===== src/rtl/rrts_pkg.sv =====
// rrts_pkg: shared types and constants for the round-robin time-slice scheduler
// no dependencies
`default_nettype none
package rrts_pkg;
  localparam int unsigned TimeW  = 21;
  localparam int unsigned InW    = 16;
  localparam int unsigned WtW    = 29;
  localparam int unsigned IdxW   = 4;
  localparam int unsigned SliceW = 8;
  localparam int unsigned QuoW   = 30;
  localparam logic [SliceW-1:0] SliceReset = 8'd2;

  typedef struct packed {
    logic [InW-1:0] arrival_time;
    logic [InW-1:0] service_time;
    logic           last_job;
  } job_t;

  typedef struct packed {
    logic [IdxW-1:0] job_index;
    logic [TimeW-1:0] finish_time;
    logic [TimeW-1:0] turnaround;
    logic [WtW-1:0] weighted_turnaround;
    logic last_record;
  } rec_t;

  typedef enum logic [2:0] {
    ST_LOAD, ST_DISPATCH, ST_RUN, ST_PLACE, ST_DIV, ST_OUT
  } state_e;

  // control from the sequencer to each cell of the queue row
  typedef struct packed {
    logic load;       // stable insert of a new job by arrival
    logic pop;        // shift the whole row toward the head
    logic place;      // reinsert the preempted job by current time
    logic [IdxW-1:0] job;
    logic [InW-1:0] arr;
    logic [TimeW-1:0] now;
  } cell_ctl_t;
endpackage
`default_nettype wire


===== src/rtl/rrts_if.sv =====
// rrts_if: valid/ready channel carrying one payload
// depends on nothing
`default_nettype none
interface rrts_if #(parameter type T = logic);
  logic valid;
  logic ready;
  T     data;
  modport source (output valid, output data, input ready);
  modport sink (input valid, input data, output ready);
endinterface
`default_nettype wire


===== src/rtl/rrts_cell.sv =====
// rrts_cell: one entry of the ready-order row, holds a job index and its arrival
// depends on rrts_pkg
`default_nettype none
module rrts_cell (
  input  wire logic                    clk_i,
  input  wire logic                    rst_ni,
  input  wire rrts_pkg::cell_ctl_t     ctl_i,
  input  wire logic                    prev_valid_i,
  input  wire logic                    prev_goes_i,   // left neighbor is before the slot
  input  wire logic [rrts_pkg::IdxW-1:0] prev_job_i,
  input  wire logic [rrts_pkg::InW-1:0]  prev_arr_i,
  input  wire logic                    next_valid_i,
  input  wire logic [rrts_pkg::IdxW-1:0] next_job_i,
  input  wire logic [rrts_pkg::InW-1:0]  next_arr_i,
  output logic                         valid_o,
  output logic                         goes_o,
  output logic [rrts_pkg::IdxW-1:0]    job_o,
  output logic [rrts_pkg::InW-1:0]     arr_o
);
  import rrts_pkg::*;
  logic            valid_q, valid_d;
  logic [IdxW-1:0] job_q, job_d;
  logic [InW-1:0]  arr_q, arr_d;
  logic            stay;

  // this entry stays ahead of the new one
  always_comb begin
    if (ctl_i.load) stay = valid_q && (arr_q <= ctl_i.arr);
    else stay = valid_q && ({5'd0, arr_q} <= ctl_i.now);
  end
  assign goes_o = stay;

  always_comb begin
    valid_d = valid_q;
    job_d   = job_q;
    arr_d   = arr_q;
    if (ctl_i.pop) begin
      valid_d = next_valid_i;
      job_d   = next_job_i;
      arr_d   = next_arr_i;
    end else if (ctl_i.load || ctl_i.place) begin
      if (!stay) begin
        // first slot past the staying prefix takes the job, the rest shift right
        if (prev_goes_i) begin
          valid_d = 1'b1;
          job_d   = ctl_i.job;
          arr_d   = ctl_i.arr;
        end else begin
          valid_d = prev_valid_i;
          job_d   = prev_job_i;
          arr_d   = prev_arr_i;
        end
      end
    end
  end

  always_ff @(posedge clk_i or negedge rst_ni) begin
    if (!rst_ni) valid_q <= 1'b0;
    else valid_q <= valid_d;
  end
  always_ff @(posedge clk_i) begin
    job_q <= job_d;
    arr_q <= arr_d;
  end
  assign valid_o = valid_q;
  assign job_o   = job_q;
  assign arr_o   = arr_q;
endmodule
`default_nettype wire


===== src/rtl/round_robin_time_slice_scheduler.sv =====
// round_robin_time_slice_scheduler: top level, sequencer, job stores, divider
// depends on rrts_pkg, rrts_if, rrts_cell
//
// channel  dir  payload
// job_i    in   arrival_time, service_time, last_job
// cfg_i    in   time_slice
// rec_o    out  job_index, finish_time, turnaround, weighted_turnaround, last_record
//
// jobs are taken only while loading; the final job starts the run
// each dispatch runs the head job for at most the slice of time units,
// and a preempted job is requeued by current time before the next dispatch
// each completion runs the divider, then the record waits for its transfer;
// an emptied row returns to loading
// no job is taken during a run; a stalled record holds the sequencer
// reset clears the row valid bits, counts and time; stores need no reset
`default_nettype none
module round_robin_time_slice_scheduler #(
  parameter int unsigned MAX_JOBS = 16
) (
  input  wire logic clk_i,
  input  wire logic rst_ni,
  rrts_if.sink      job_i,
  rrts_if.sink      cfg_i,
  rrts_if.source    rec_o
);
  import rrts_pkg::*;
  localparam int unsigned Cap = (MAX_JOBS < 16) ? MAX_JOBS : 16;
  localparam int unsigned CntW = IdxW + 1;

  state_e state_q, state_d;
  logic [SliceW-1:0] slice_q;
  logic [CntW-1:0] qlen_q, qlen_d, done_q, total_q;
  logic [TimeW-1:0] now_q, now_d;
  logic [IdxW-1:0] cur_q, cur_d;
  logic [SliceW-1:0] sl_q, sl_d;
  logic [InW-1:0] arr_mem [16];
  logic [InW-1:0] srv_mem [16];
  logic [InW-1:0] cnt_mem [16];
  logic [InW-1:0] cur_arr_q, cur_srv_q, cur_cnt_q, cur_cnt_d;
  logic [QuoW+InW:0] rem_q;
  logic [QuoW-1:0] quo_q;
  logic [4:0] dstep_q;
  logic [TimeW-1:0] ta_q;
  rec_t rec_q;
  logic out_v_q;
  cell_ctl_t ctl;
  wire [Cap+1:0] cv;
  wire [Cap:0] cg;
  wire [IdxW-1:0] cj [Cap+2];
  wire [InW-1:0] ca [Cap+2];

  wire [InW-1:0] in_srv = (job_i.data.service_time == '0) ? 16'd1 : job_i.data.service_time;
  wire full = (qlen_q == CntW'(Cap));
  assign job_i.ready = (state_q == ST_LOAD);
  assign cfg_i.ready = 1'b1;
  wire job_x = job_i.valid && job_i.ready;

  assign cv[0] = 1'b1; assign cg[0] = 1'b1; assign cj[0] = ctl.job; assign ca[0] = ctl.arr;
  assign cv[Cap+1] = 1'b0; assign cj[Cap+1] = '0; assign ca[Cap+1] = '0;
  for (genvar g = 0; g < Cap; g++) begin : g_row
    rrts_cell u_cell (.clk_i, .rst_ni, .ctl_i(ctl),
      .prev_valid_i(cv[g]), .prev_goes_i(cg[g]), .prev_job_i(cj[g]), .prev_arr_i(ca[g]),
      .next_valid_i(cv[g+2]), .next_job_i(cj[g+2]), .next_arr_i(ca[g+2]),
      .valid_o(cv[g+1]), .goes_o(cg[g+1]), .job_o(cj[g+1]), .arr_o(ca[g+1]));
  end

  always_comb begin
    state_d = state_q; qlen_d = qlen_q; now_d = now_q; cur_d = cur_q; sl_d = sl_q;
    cur_cnt_d = cur_cnt_q;
    ctl = '0;
    ctl.now = now_q;
    ctl.job = qlen_q[IdxW-1:0];
    ctl.arr = job_i.data.arrival_time;
    unique case (state_q)
      ST_LOAD: if (job_x) begin
        if (!full) begin ctl.load = 1'b1; qlen_d = qlen_q + 1'b1; end
        if (job_i.data.last_job) state_d = ST_DISPATCH;
      end
      ST_DISPATCH: if (!cv[1]) begin
        state_d = ST_LOAD; qlen_d = '0; now_d = '0; cur_d = '0;
      end else begin
        ctl.pop = 1'b1; cur_d = cj[1]; sl_d = '0;
        if (now_q < {5'd0, ca[1]}) now_d = {5'd0, ca[1]};
        state_d = ST_RUN;
      end
      ST_RUN: begin
        cur_cnt_d = cur_cnt_q + 1'b1; now_d = now_q + 1'b1; sl_d = sl_q + 1'b1;
        if (cur_cnt_d >= cur_srv_q) state_d = ST_DIV;
        else if (sl_d >= ((slice_q == 0) ? 8'd1 : slice_q)) state_d = ST_PLACE;
      end
      ST_PLACE: begin
        ctl.place = 1'b1; ctl.job = cur_q; ctl.arr = cur_arr_q; state_d = ST_DISPATCH;
      end
      ST_DIV: if (dstep_q == 5'(QuoW - 1)) state_d = ST_OUT;
      ST_OUT: if (!out_v_q) state_d = ST_DISPATCH;
      default: state_d = ST_LOAD;
    endcase
  end

  always_ff @(posedge clk_i or negedge rst_ni) begin
    if (!rst_ni) begin
      state_q <= ST_LOAD; slice_q <= SliceReset; qlen_q <= '0; now_q <= '0;
      cur_q <= '0; sl_q <= '0; done_q <= '0; total_q <= '0; dstep_q <= '0; out_v_q <= 1'b0;
    end else begin
      state_q <= state_d; qlen_q <= qlen_d; now_q <= now_d; cur_q <= cur_d; sl_q <= sl_d;
      if (cfg_i.valid) slice_q <= cfg_i.data;
      if (state_q == ST_LOAD && job_x && job_i.data.last_job) begin
        total_q <= qlen_d; done_q <= '0;
      end
      if (state_q == ST_DIV) dstep_q <= dstep_q + 1'b1; else dstep_q <= '0;
      if (state_q == ST_DIV && state_d == ST_OUT) begin
        out_v_q <= 1'b1; done_q <= done_q + 1'b1;
      end else if (rec_o.ready) out_v_q <= 1'b0;
    end
  end

  // store reads are registered at dispatch; run count written back on preemption
  always_ff @(posedge clk_i) begin
    if (state_q == ST_LOAD && job_x && !full) begin
      arr_mem[qlen_q[IdxW-1:0]] <= job_i.data.arrival_time;
      srv_mem[qlen_q[IdxW-1:0]] <= in_srv;
      cnt_mem[qlen_q[IdxW-1:0]] <= '0;
    end
    if (state_q == ST_DISPATCH) begin
      cur_arr_q <= arr_mem[cj[1]]; cur_srv_q <= srv_mem[cj[1]]; cur_cnt_q <= cnt_mem[cj[1]];
    end else cur_cnt_q <= cur_cnt_d;
    if (state_q == ST_PLACE) cnt_mem[cur_q] <= cur_cnt_q;
    // restoring divider, one quotient bit per cycle
    if (state_q == ST_RUN) begin
      ta_q <= now_d - {5'd0, cur_arr_q};
      rem_q <= '0; quo_q <= '0;
    end else if (state_q == ST_DIV) begin
      logic [QuoW+InW:0] t;
      logic [QuoW-1:0] dv;
      dv = {1'b0, ta_q, 8'd0};
      t = {rem_q[QuoW+InW-1:0], dv[QuoW-1-dstep_q]};
      if (t >= {{(QuoW+1){1'b0}}, cur_srv_q}) begin
        rem_q <= t - {{(QuoW+1){1'b0}}, cur_srv_q}; quo_q <= {quo_q[QuoW-2:0], 1'b1};
      end else begin
        rem_q <= t; quo_q <= {quo_q[QuoW-2:0], 1'b0};
      end
    end
    if (state_q == ST_DIV && state_d == ST_OUT) begin
      logic [QuoW-1:0] qn;
      qn = {quo_q[QuoW-2:0], (({rem_q[QuoW+InW-1:0], 1'b0} >= {{(QuoW+1){1'b0}}, cur_srv_q}) ? 1'b1 : 1'b0)};
      rec_q.job_index <= cur_q;
      rec_q.finish_time <= now_q;
      rec_q.turnaround <= ta_q;
      rec_q.weighted_turnaround <= qn[QuoW-1] ? {WtW{1'b1}} : qn[WtW-1:0];
      rec_q.last_record <= (done_q + 1'b1 == total_q);
    end
  end

  assign rec_o.valid = out_v_q;
  assign rec_o.data  = rec_q;
endmodule
`default_nettype wire


===== src/flat_wrapper.sv =====
// flat-port wrapper written by rule: the top's interface ports become plain ports
module round_robin_time_slice_scheduler_flat import rrts_pkg::*;
#(
  parameter int unsigned MAX_JOBS = 16
)
  (clk_i, rst_ni, job_i_valid, job_i_data, job_i_ready, cfg_i_valid, cfg_i_data, cfg_i_ready, rec_o_valid, rec_o_data, rec_o_ready);
  rrts_if #(.T(job_t)) job_i_i ();
  rrts_if #(.T(logic [7:0])) cfg_i_i ();
  rrts_if #(.T(rec_t)) rec_o_i ();
  input  wire logic clk_i;
  input  wire logic rst_ni;
  input wire logic [$bits(job_i_i.valid)-1:0] job_i_valid;
  input wire logic [$bits(job_i_i.data)-1:0] job_i_data;
  output wire logic [$bits(job_i_i.ready)-1:0] job_i_ready;
  input wire logic [$bits(cfg_i_i.valid)-1:0] cfg_i_valid;
  input wire logic [$bits(cfg_i_i.data)-1:0] cfg_i_data;
  output wire logic [$bits(cfg_i_i.ready)-1:0] cfg_i_ready;
  output wire logic [$bits(rec_o_i.valid)-1:0] rec_o_valid;
  output wire logic [$bits(rec_o_i.data)-1:0] rec_o_data;
  input wire logic [$bits(rec_o_i.ready)-1:0] rec_o_ready;
  assign job_i_i.valid = job_i_valid;
  assign job_i_i.data = job_i_data;
  assign job_i_ready = job_i_i.ready;
  assign cfg_i_i.valid = cfg_i_valid;
  assign cfg_i_i.data = cfg_i_data;
  assign cfg_i_ready = cfg_i_i.ready;
  assign rec_o_valid = rec_o_i.valid;
  assign rec_o_data = rec_o_i.data;
  assign rec_o_i.ready = rec_o_ready;
  round_robin_time_slice_scheduler #(.MAX_JOBS(MAX_JOBS)) u_core (.clk_i(clk_i), .rst_ni(rst_ni), .job_i(job_i_i), .cfg_i(cfg_i_i), .rec_o(rec_o_i));
endmodule

===== config.mk =====
export PLATFORM = sky130hd
export DESIGN_NAME = round_robin_time_slice_scheduler_flat
export DESIGN_NICKNAME = d
export VERILOG_FILES = /design/src/rtl/rrts_pkg.sv /design/src/rtl/rrts_if.sv /design/src/rtl/rrts_cell.sv /design/src/rtl/round_robin_time_slice_scheduler.sv /design/src/flat_wrapper.sv
export SDC_FILE = /design/constraint.sdc
export NUM_CORES = 2
export LEC_CHECK = 0
export BUFFER_PORTS_ARGS = -buffer_cell sky130_fd_sc_hd__buf_2
export CELL_PAD_IN_SITES_DETAIL_PLACEMENT = 1
export CELL_PAD_IN_SITES_GLOBAL_PLACEMENT = 2
export CORE_UTILIZATION = 43
export CTS_CLUSTER_SIZE = 28
export DETAILED_ROUTE_END_ITERATION = 12
export PLACE_DENSITY_LB_ADDON = 0.15
export SYNTH_ARGS = -nofsm -noshare
export SYNTH_HDL_FRONTEND = slang
export SYNTH_SLANG_ARGS = --single-unit

===== constraint.sdc =====
create_clock -name clk_i -period 11.5 [get_ports clk_i]
set_input_delay 1.15 -clock clk_i [delete_from_list [all_inputs] [get_ports clk_i]]
set_output_delay 1.15 -clock clk_i [all_outputs]
set_load 0.01 [all_outputs]

# ---- Word-level counts from Yosys, hierarchy flattened
# Memories as Yosys holds them, arrays and structs flattened. A register that Yosys moved wholly into a read port is not among the register bits.
# Cells that the tools add are included.
# W data, S select, Z words.
dict set report totals {
  register_bits 589
  latchBits 0
  mem_bits_rw 768
  rom_bits 0
  input_bits 46
  out_inout_bits 79
  word_cells 454
  memories 3
}
# memory depth word_bits read_ports rd_ports_with_merged_regs wr line_no
set mem_list {}
lappend mem_list {u_core.arr_mem 16 16 1 1 1 round_robin_time_slice_scheduler.sv:36} ;# logic [InW-1:0] arr_mem [16];
lappend mem_list {u_core.cnt_mem 16 16 1 1 1 round_robin_time_slice_scheduler.sv:38} ;# logic [InW-1:0] cnt_mem [16];
lappend mem_list {u_core.srv_mem 16 16 1 1 1 round_robin_time_slice_scheduler.sv:37} ;# logic [InW-1:0] srv_mem [16];
dict set report op_classes {
  add_sub_neg 9
  multipliers 0
  div 0
  order_cmp 38
  eq_ne 26
  shifts 0
  muxes 245
  bitwise_logic 1
  n_reduce_logical 65
}
# operator n
set ops {}
lappend ops {{$mux W16} 64}
lappend ops {{$le A16 B21 Y1} 16}
lappend ops {{$le A16 B16 Y1} 16}
lappend ops {{$mux W4} 63}
lappend ops {{$ge A47 B16 Y1} 2}
lappend ops {{$mux W1} 94}
lappend ops {{$mux W21} 3}
lappend ops {{$mux W46} 1}
lappend ops {{$sub A46 B16 Y46} 1}
lappend ops {{$pmux W21 S2} 1}
lappend ops {{$logic_and A1 B1 Y1} 37}
lappend ops {{$reduce_and A2 Y1} 18}
lappend ops {{$lt A32 B6 Y1 const B} 1}
lappend ops {{$ne A2 B1 Y1 const B} 16}
lappend ops {{$mux W5} 6}
lappend ops {{$add A21 B1 Y21 const B} 1}
lappend ops {{$lt A21 B16 Y1} 1}
lappend ops {{$sub A21 B16 Y21} 1}
lappend ops {{$mux W3} 6}
lappend ops {{$pmux W3 S6} 1}
lappend ops {{$add A16 B1 Y16 const B} 1}
lappend ops {{$ge A16 B16 Y1} 1}
lappend ops {{$logic_not A16 Y1} 1}
lappend ops {{$mux W8} 2}
lappend ops {{other kinds (21)} 30}

# ---- Depth between registers and ports, before layout
dict set report logic_depth {
  word_depth 9
  depth_mapped 20
  mapped_depth_nobuf 20
}

# ---- By module
# A second synthesis with hierarchy kept.
dict set report hier_totals {
  cells_unflattened 5997
  hier_area_um2 74330.0
}
# mod n_inst cells_per_inst area_per_inst_um2 seq_area_each_um2
set by_module_without_submodules {}
lappend by_module_without_submodules {round_robin_time_slice_scheduler 1 2621 43760.7 30545.5}
lappend by_module_without_submodules {rrts_cell 16 211 1910.6 625.6}

# ---- Least setup slack after synthesis
# OpenSTA, ideal clock, no wires.
dict set report synth_timing {
  path_kind {input to register}
  startpoint {input job_i_data[30]}
  endpoint {register u_core.g_row[5].u_cell.arr_q[0] (enable)}
  setup_time_ps 425
  arrival_ps 5190
  required_time_ps 11075
  path_slack_ps 5885
  stages 14
  n_path_buf 3
  cell_sequence {nand2_1 o21ai_1 clkbuf_1 inv_1 ha_1 and4_1 nand3_1 a21oi_1 o41ai_1 and4_1 o32a_1 clkbuf_1 clkbuf_1 o21ai_0}
}
dict set report synth_between {
  elab_chain_len 6
}
# element line_no
set synth_lines {}
lappend synth_lines {{start: declaration} flat_wrapper.sv:13} ;# input wire logic [$bits(job_i_i.data)-1:0] job_i_data;
lappend synth_lines {{$mux W21} round_robin_time_slice_scheduler.sv:74} ;# unique case (state_q)
lappend synth_lines {{$le A16 B16 Y1} rrts_cell.sv:28} ;# if (ctl_i.load) stay = valid_q && (arr_q <= ctl_i.arr);
lappend synth_lines {{$logic_and A1 B1 Y1} rrts_cell.sv:28}
lappend synth_lines {{$mux W1} rrts_cell.sv:28}
lappend synth_lines {{$ne A2 B1 Y1 (no source line)} n/a}
lappend synth_lines {{$reduce_and A2 Y1 (no source line)} n/a}
lappend synth_lines {{end signal: assignment} rrts_cell.sv:63} ;# arr_q <= arr_d;
lappend synth_lines {{end: declaration} rrts_cell.sv:23} ;# logic [InW-1:0] arr_q, arr_d;
# Every way passes these cells.
# A chain may end at the register's enable or synchronous reset.

# ---- Final worst setup path
dict set report layout_timing {
  startpoint {register u_core.state_q[1]}
  endpoint {register u_core.ta_q[20], data pin}
}
dict set report layout_between {
  elab_chain_len 3
  word_cells_on_any_way 4
  cone_classes {add/sub (1); eq/ne (2); mux (1)}
}
# element line_no
set layout_lines {}
lappend layout_lines {{start: declaration} round_robin_time_slice_scheduler.sv:30} ;# state_e state_q, state_d;
lappend layout_lines {{start signal: assignment} round_robin_time_slice_scheduler.sv:105} ;# state_q <= state_d; qlen_q <= qlen_d; now_q <= now_d; cur_q <= cur_d; sl_q <= sl_d;
lappend layout_lines {{$eq A3 B2 Y1 or $eq A3 B1 Y1 (tied branches)} round_robin_time_slice_scheduler.sv:74}
lappend layout_lines {{$pmux W21 S2 (*)} round_robin_time_slice_scheduler.sv:74}
lappend layout_lines {{$sub A21 B16 Y21 (*)} round_robin_time_slice_scheduler.sv:130} ;# ta_q <= now_d - {5'd0, cur_arr_q};
lappend layout_lines {{end signal: assignment} round_robin_time_slice_scheduler.sv:130}
lappend layout_lines {{end: declaration} round_robin_time_slice_scheduler.sv:43} ;# logic [TimeW-1:0] ta_q;
# Mark *: on every way between the ends. The rest lies on a longest branch, timed or not.

==> flow_metrics.py <==
metrics = {
    "synth": {
        "ys_types": 89,
        "synth-edff-count": 1213,
        "synth_area_um2": 72010,
        "synthFlopType": "edfxtp_1",
        "synth-seq-cells": 1393,
        "ys_seq_area_share_pct": 56.15,
        "synth_nets": 6150,
        "avgSynthCellArea_um2": 13.04,
        "yosysWarnings": 0,
        "syn_inst": 5522,
        "async_flop_share_pct": 5.815,
    },
    "die": {
        "dieArea_um2": 169100,
        "floorplan.initialDensity_pct": 43.50,
        "die_h_um": 411.2,
        "core_area_um2": 165500,
        "die-width_um": 411.2,
        "fp-row-count": 149,
        "num_io_pins": 125,
    },
    "power_and_ir_drop": {
        "p_int_mw": 15.05,
        "swShare_pct": 42.67,
        "switchingPower_mw": 11.20,
        "finalPower_mw": 26.24,
        "cellLeakagePower_nw": 30.05,
        "comb_power_share_pct": 47.3,
        "powerDensity_nw_per_um2": 325.0,
        "ir_drop_mv": 0.2427,
        "clockPowerShare_pct": 18.9,
        "seqPwrFrac_pct": 33.8,
    },
    "drt": {
        "highest_layer": "met5",
        "drt-initial-drc-count": 4273,
        "dr_wl_met3_um": 16010,
        "drt-wirelength-per-cell_um": 30.54,
        "antenna_left": 0,
        "vias_per_cell": 6.202,
        "num_vias": 49481,
        "met1Wirelength_um": 113800,
        "routed_wl_um": 243700,
        "drc": 0,
        "wl_met2_um": 107000,
        "firstDrtPassIters": 5,
    },
    "setup_path": {
        "required_ps": 12030,
        "crit_path_frequent_cell": "buf_4",
        "critPathMaxStageDelay_ps": 790,
        "worst-path-stages": 18,
        "path_cells": "or3b_2 -> buf_4 -> inv_4 -> buf_4 -> nand2_4 -> buf_4 -> nor2_1 -> a221oi_1 -> ha_1 -> fa_1 -> nor2b_1 -> o31a_1 -> o22ai_1 -> o211a_1 -> a21oi_1 -> a41o_1 -> nor3_1 -> xor2_1",
        "worstSetupPathType": "reg2reg",
        "critPathSlowestCell": "buf_4",
        "crit_family": "buffers and inverters",
        "cp-start-kind": "flop",
        "path_max_fanout": 65,
        "worst-path-buf-inv": 4,
        "arrival_ps": 6940,
        "cp-end-kind": "flop",
        "reg2reg_depth": 18,
    },
    "layout": {
        "final_cell_mix": "1213 x edfxtp_1, 580 x ha_1, 518 x nand2_1",
        "fin_area_um2": 80750,
        "fin_util_pct": 48.77,
        "fin_nets": 6292,
        "fin_cells": 7978,
        "final_common_cell": "edfxtp_1",
        "drive_above_1_share_pct": 15.22,
        "syn2layout_area_growth_pct": 12.14,
    },
    "sta": {
        "rsz0062_at_grt": "false",
        "period_needed_ps": 6416,
        "period_share_pct": 55.79,
        "tns_ps": 0,
        "max_freq_mhz": 155.9,
        "relSlewSlack_pct": 14.45,
        "worstMarginPinSlew_ps": 1281,
        "final_max_slew_viol_count": 0,
        "hold_violations": 0,
        "fin_worst_skew_ps": 43.50,
        "fin_ws_ps": 5084,
        "whs_ps": 299.6,
        "setup_viol": 0,
    },
    "clock_network": {
        "numCtsBuffers": 156,
        "cts_sinks": 1393,
        "cts_tree": "built",
        "ctsHoldBuffers": 0,
        "clkLatencyLatePin_ps": 830,
        "root_buffer": "clkbuf_16",
        "cts_max_path_buffers": 3,
        "cts_setup_buffers": 0,
        "path_clk_slew_ps": 60,
        "cts_resized": 0,
        "cts-htree-levels": 4,
    },
    "place": {
        "hpwl_um": 160500,
        "placed_area_um2": 75690,
        "dp_slack_ps": 5166,
        "place_inst": 7695,
        "globalplace.congestion": 0.8751,
        "portBuffers": 123,
    },
    "global_routing": {
        "first_global_vias": 50243,
        "antenna_found_initial": 16,
        "grt_start_max_net_pins": 133,
        "grt_pass1_wl_um": 353400,
        "grt_overflow": 0,
        "grt.total_usage_pct": 28.73,
    },
    "run_status": {
        "status": "completed",
    },
    "min_path": {
        "holdCritPathClass": "in2async",
    },
    "flow_run": {
        "drv_cap": 0,
    },
}
==> worst paths after layout <==
| check | startpoint | end | slack, ps |
|---|---|---|---|
| worst min-delay path | rst_ni | u_core.slice_q[7]$_DFFE_PN0P_ | 300 |
| worst max register to register | u_core.state_q[1]$_DFF_PN0_ | u_core.ta_q[20]$_DFFE_PP_ | 5080 |
| min in group clk_i | u_core.g_row[15].u_cell.job_o[1]$_SDFFE_PP0P_ | u_core.g_row[15].u_cell.job_o[1]$_SDFFE_PP0P_ | 460 |
| worst min register to register | u_core.g_row[15].u_cell.job_o[1]$_SDFFE_PP0P_ | u_core.g_row[15].u_cell.job_o[1]$_SDFFE_PP0P_ | 460 |
| max in group asynchronous | rst_ni | u_core.now_q[16]$_DFF_PN0_ | 9930 |
| worst max-delay path | u_core.state_q[1]$_DFF_PN0_ | u_core.ta_q[20]$_DFFE_PP_ | 5080 |
==> cells in the mapped netlist (80+ instances only) <==
cell type,number,area (um2)
nand4_1,97,606.8
mux4_2,246,5540
inv_1,135,506.7
clkbuf_1,219,822.0
a21o_1,85,638.1
dfxtp_1,99,1982
dfrtp_1,80,2002
ha_1,580,7257
nand2_1,520,1952
nor2_1,256,960.9
edfxtp_1,1213,36420
o21ai_0,476,2382
nand3_1,95,475.5
mux2i_1,306,3063
a21oi_1,280,1401
==> power by group through the flow <==
| stage | Clock [mW] | Combinational [mW] | Sequential (mW) |
|---|---|---|---|
| final | 4.96 | 12.4 | 8.87 |
| after global routing | 5.20 | 13.5 | 8.95 |
| after global placement | 0 | 12.0 | 8.90 |
| after CTS | 5.05 | 12.3 | 8.82 |
| after floorplan | 0 | 8.47 | 8.11 |
| after detailed placement | 0 | 12.3 | 8.92 |
==> per-layer routing <==
layer	up-vias	track usage, %
met5	-	0
met4	14	8.422
met3	341	4.529
met2	1723	43.11
met1	25748	42.85
li1	21655	-
==> final cells by class <==
cell class / count / area [um2]
clock buffer: 191 / 4149
multi-input combinational: 3712 / 30290
fill: 16638 / 84800
timing repair buffer: 265 / 1709
sequential: 1393 / 40440
antenna: 1 / 2.502
tap: 2189 / 2739
inverter: 136 / 515.5
clock inverter: 91 / 904.6
==> sequential cells by signal, indices dropped and copies added (netlist names), 29 cells and up, named ones only <==
| signal | flops |
|---|---|
| u_core.rec_o.data | 76 |
| u_core.srv_mem | 256 |
| u_core.cnt_mem | 256 |
| u_core.quo_q | 29 |
| u_core.rem_q | 46 |
| u_core.arr_mem | 256 |
| u_core.g_row.u_cell.arr_o | 256 |
| u_core.g_row.u_cell.job_o | 64 |
==> kinds of logic (layout without fill, tap and decap cells) <==
logic type                 Yosys count  in the layout  synth area share (%)
AOI/OAI and AO/OA                 1182           1182                 9.873
xor gates and xnor gates            86             86                 1.046
adders and majority gates          582            582                 10.13
buffers and inverters              417            683                 2.236
DFF                               1393           1393                 56.15
muxes                              562            562                 12.10
other                                1              2              0.005208
and+or+nand+nor                   1299           1299                 8.448
No activity file was read; power rests on OpenSTA's default activity.
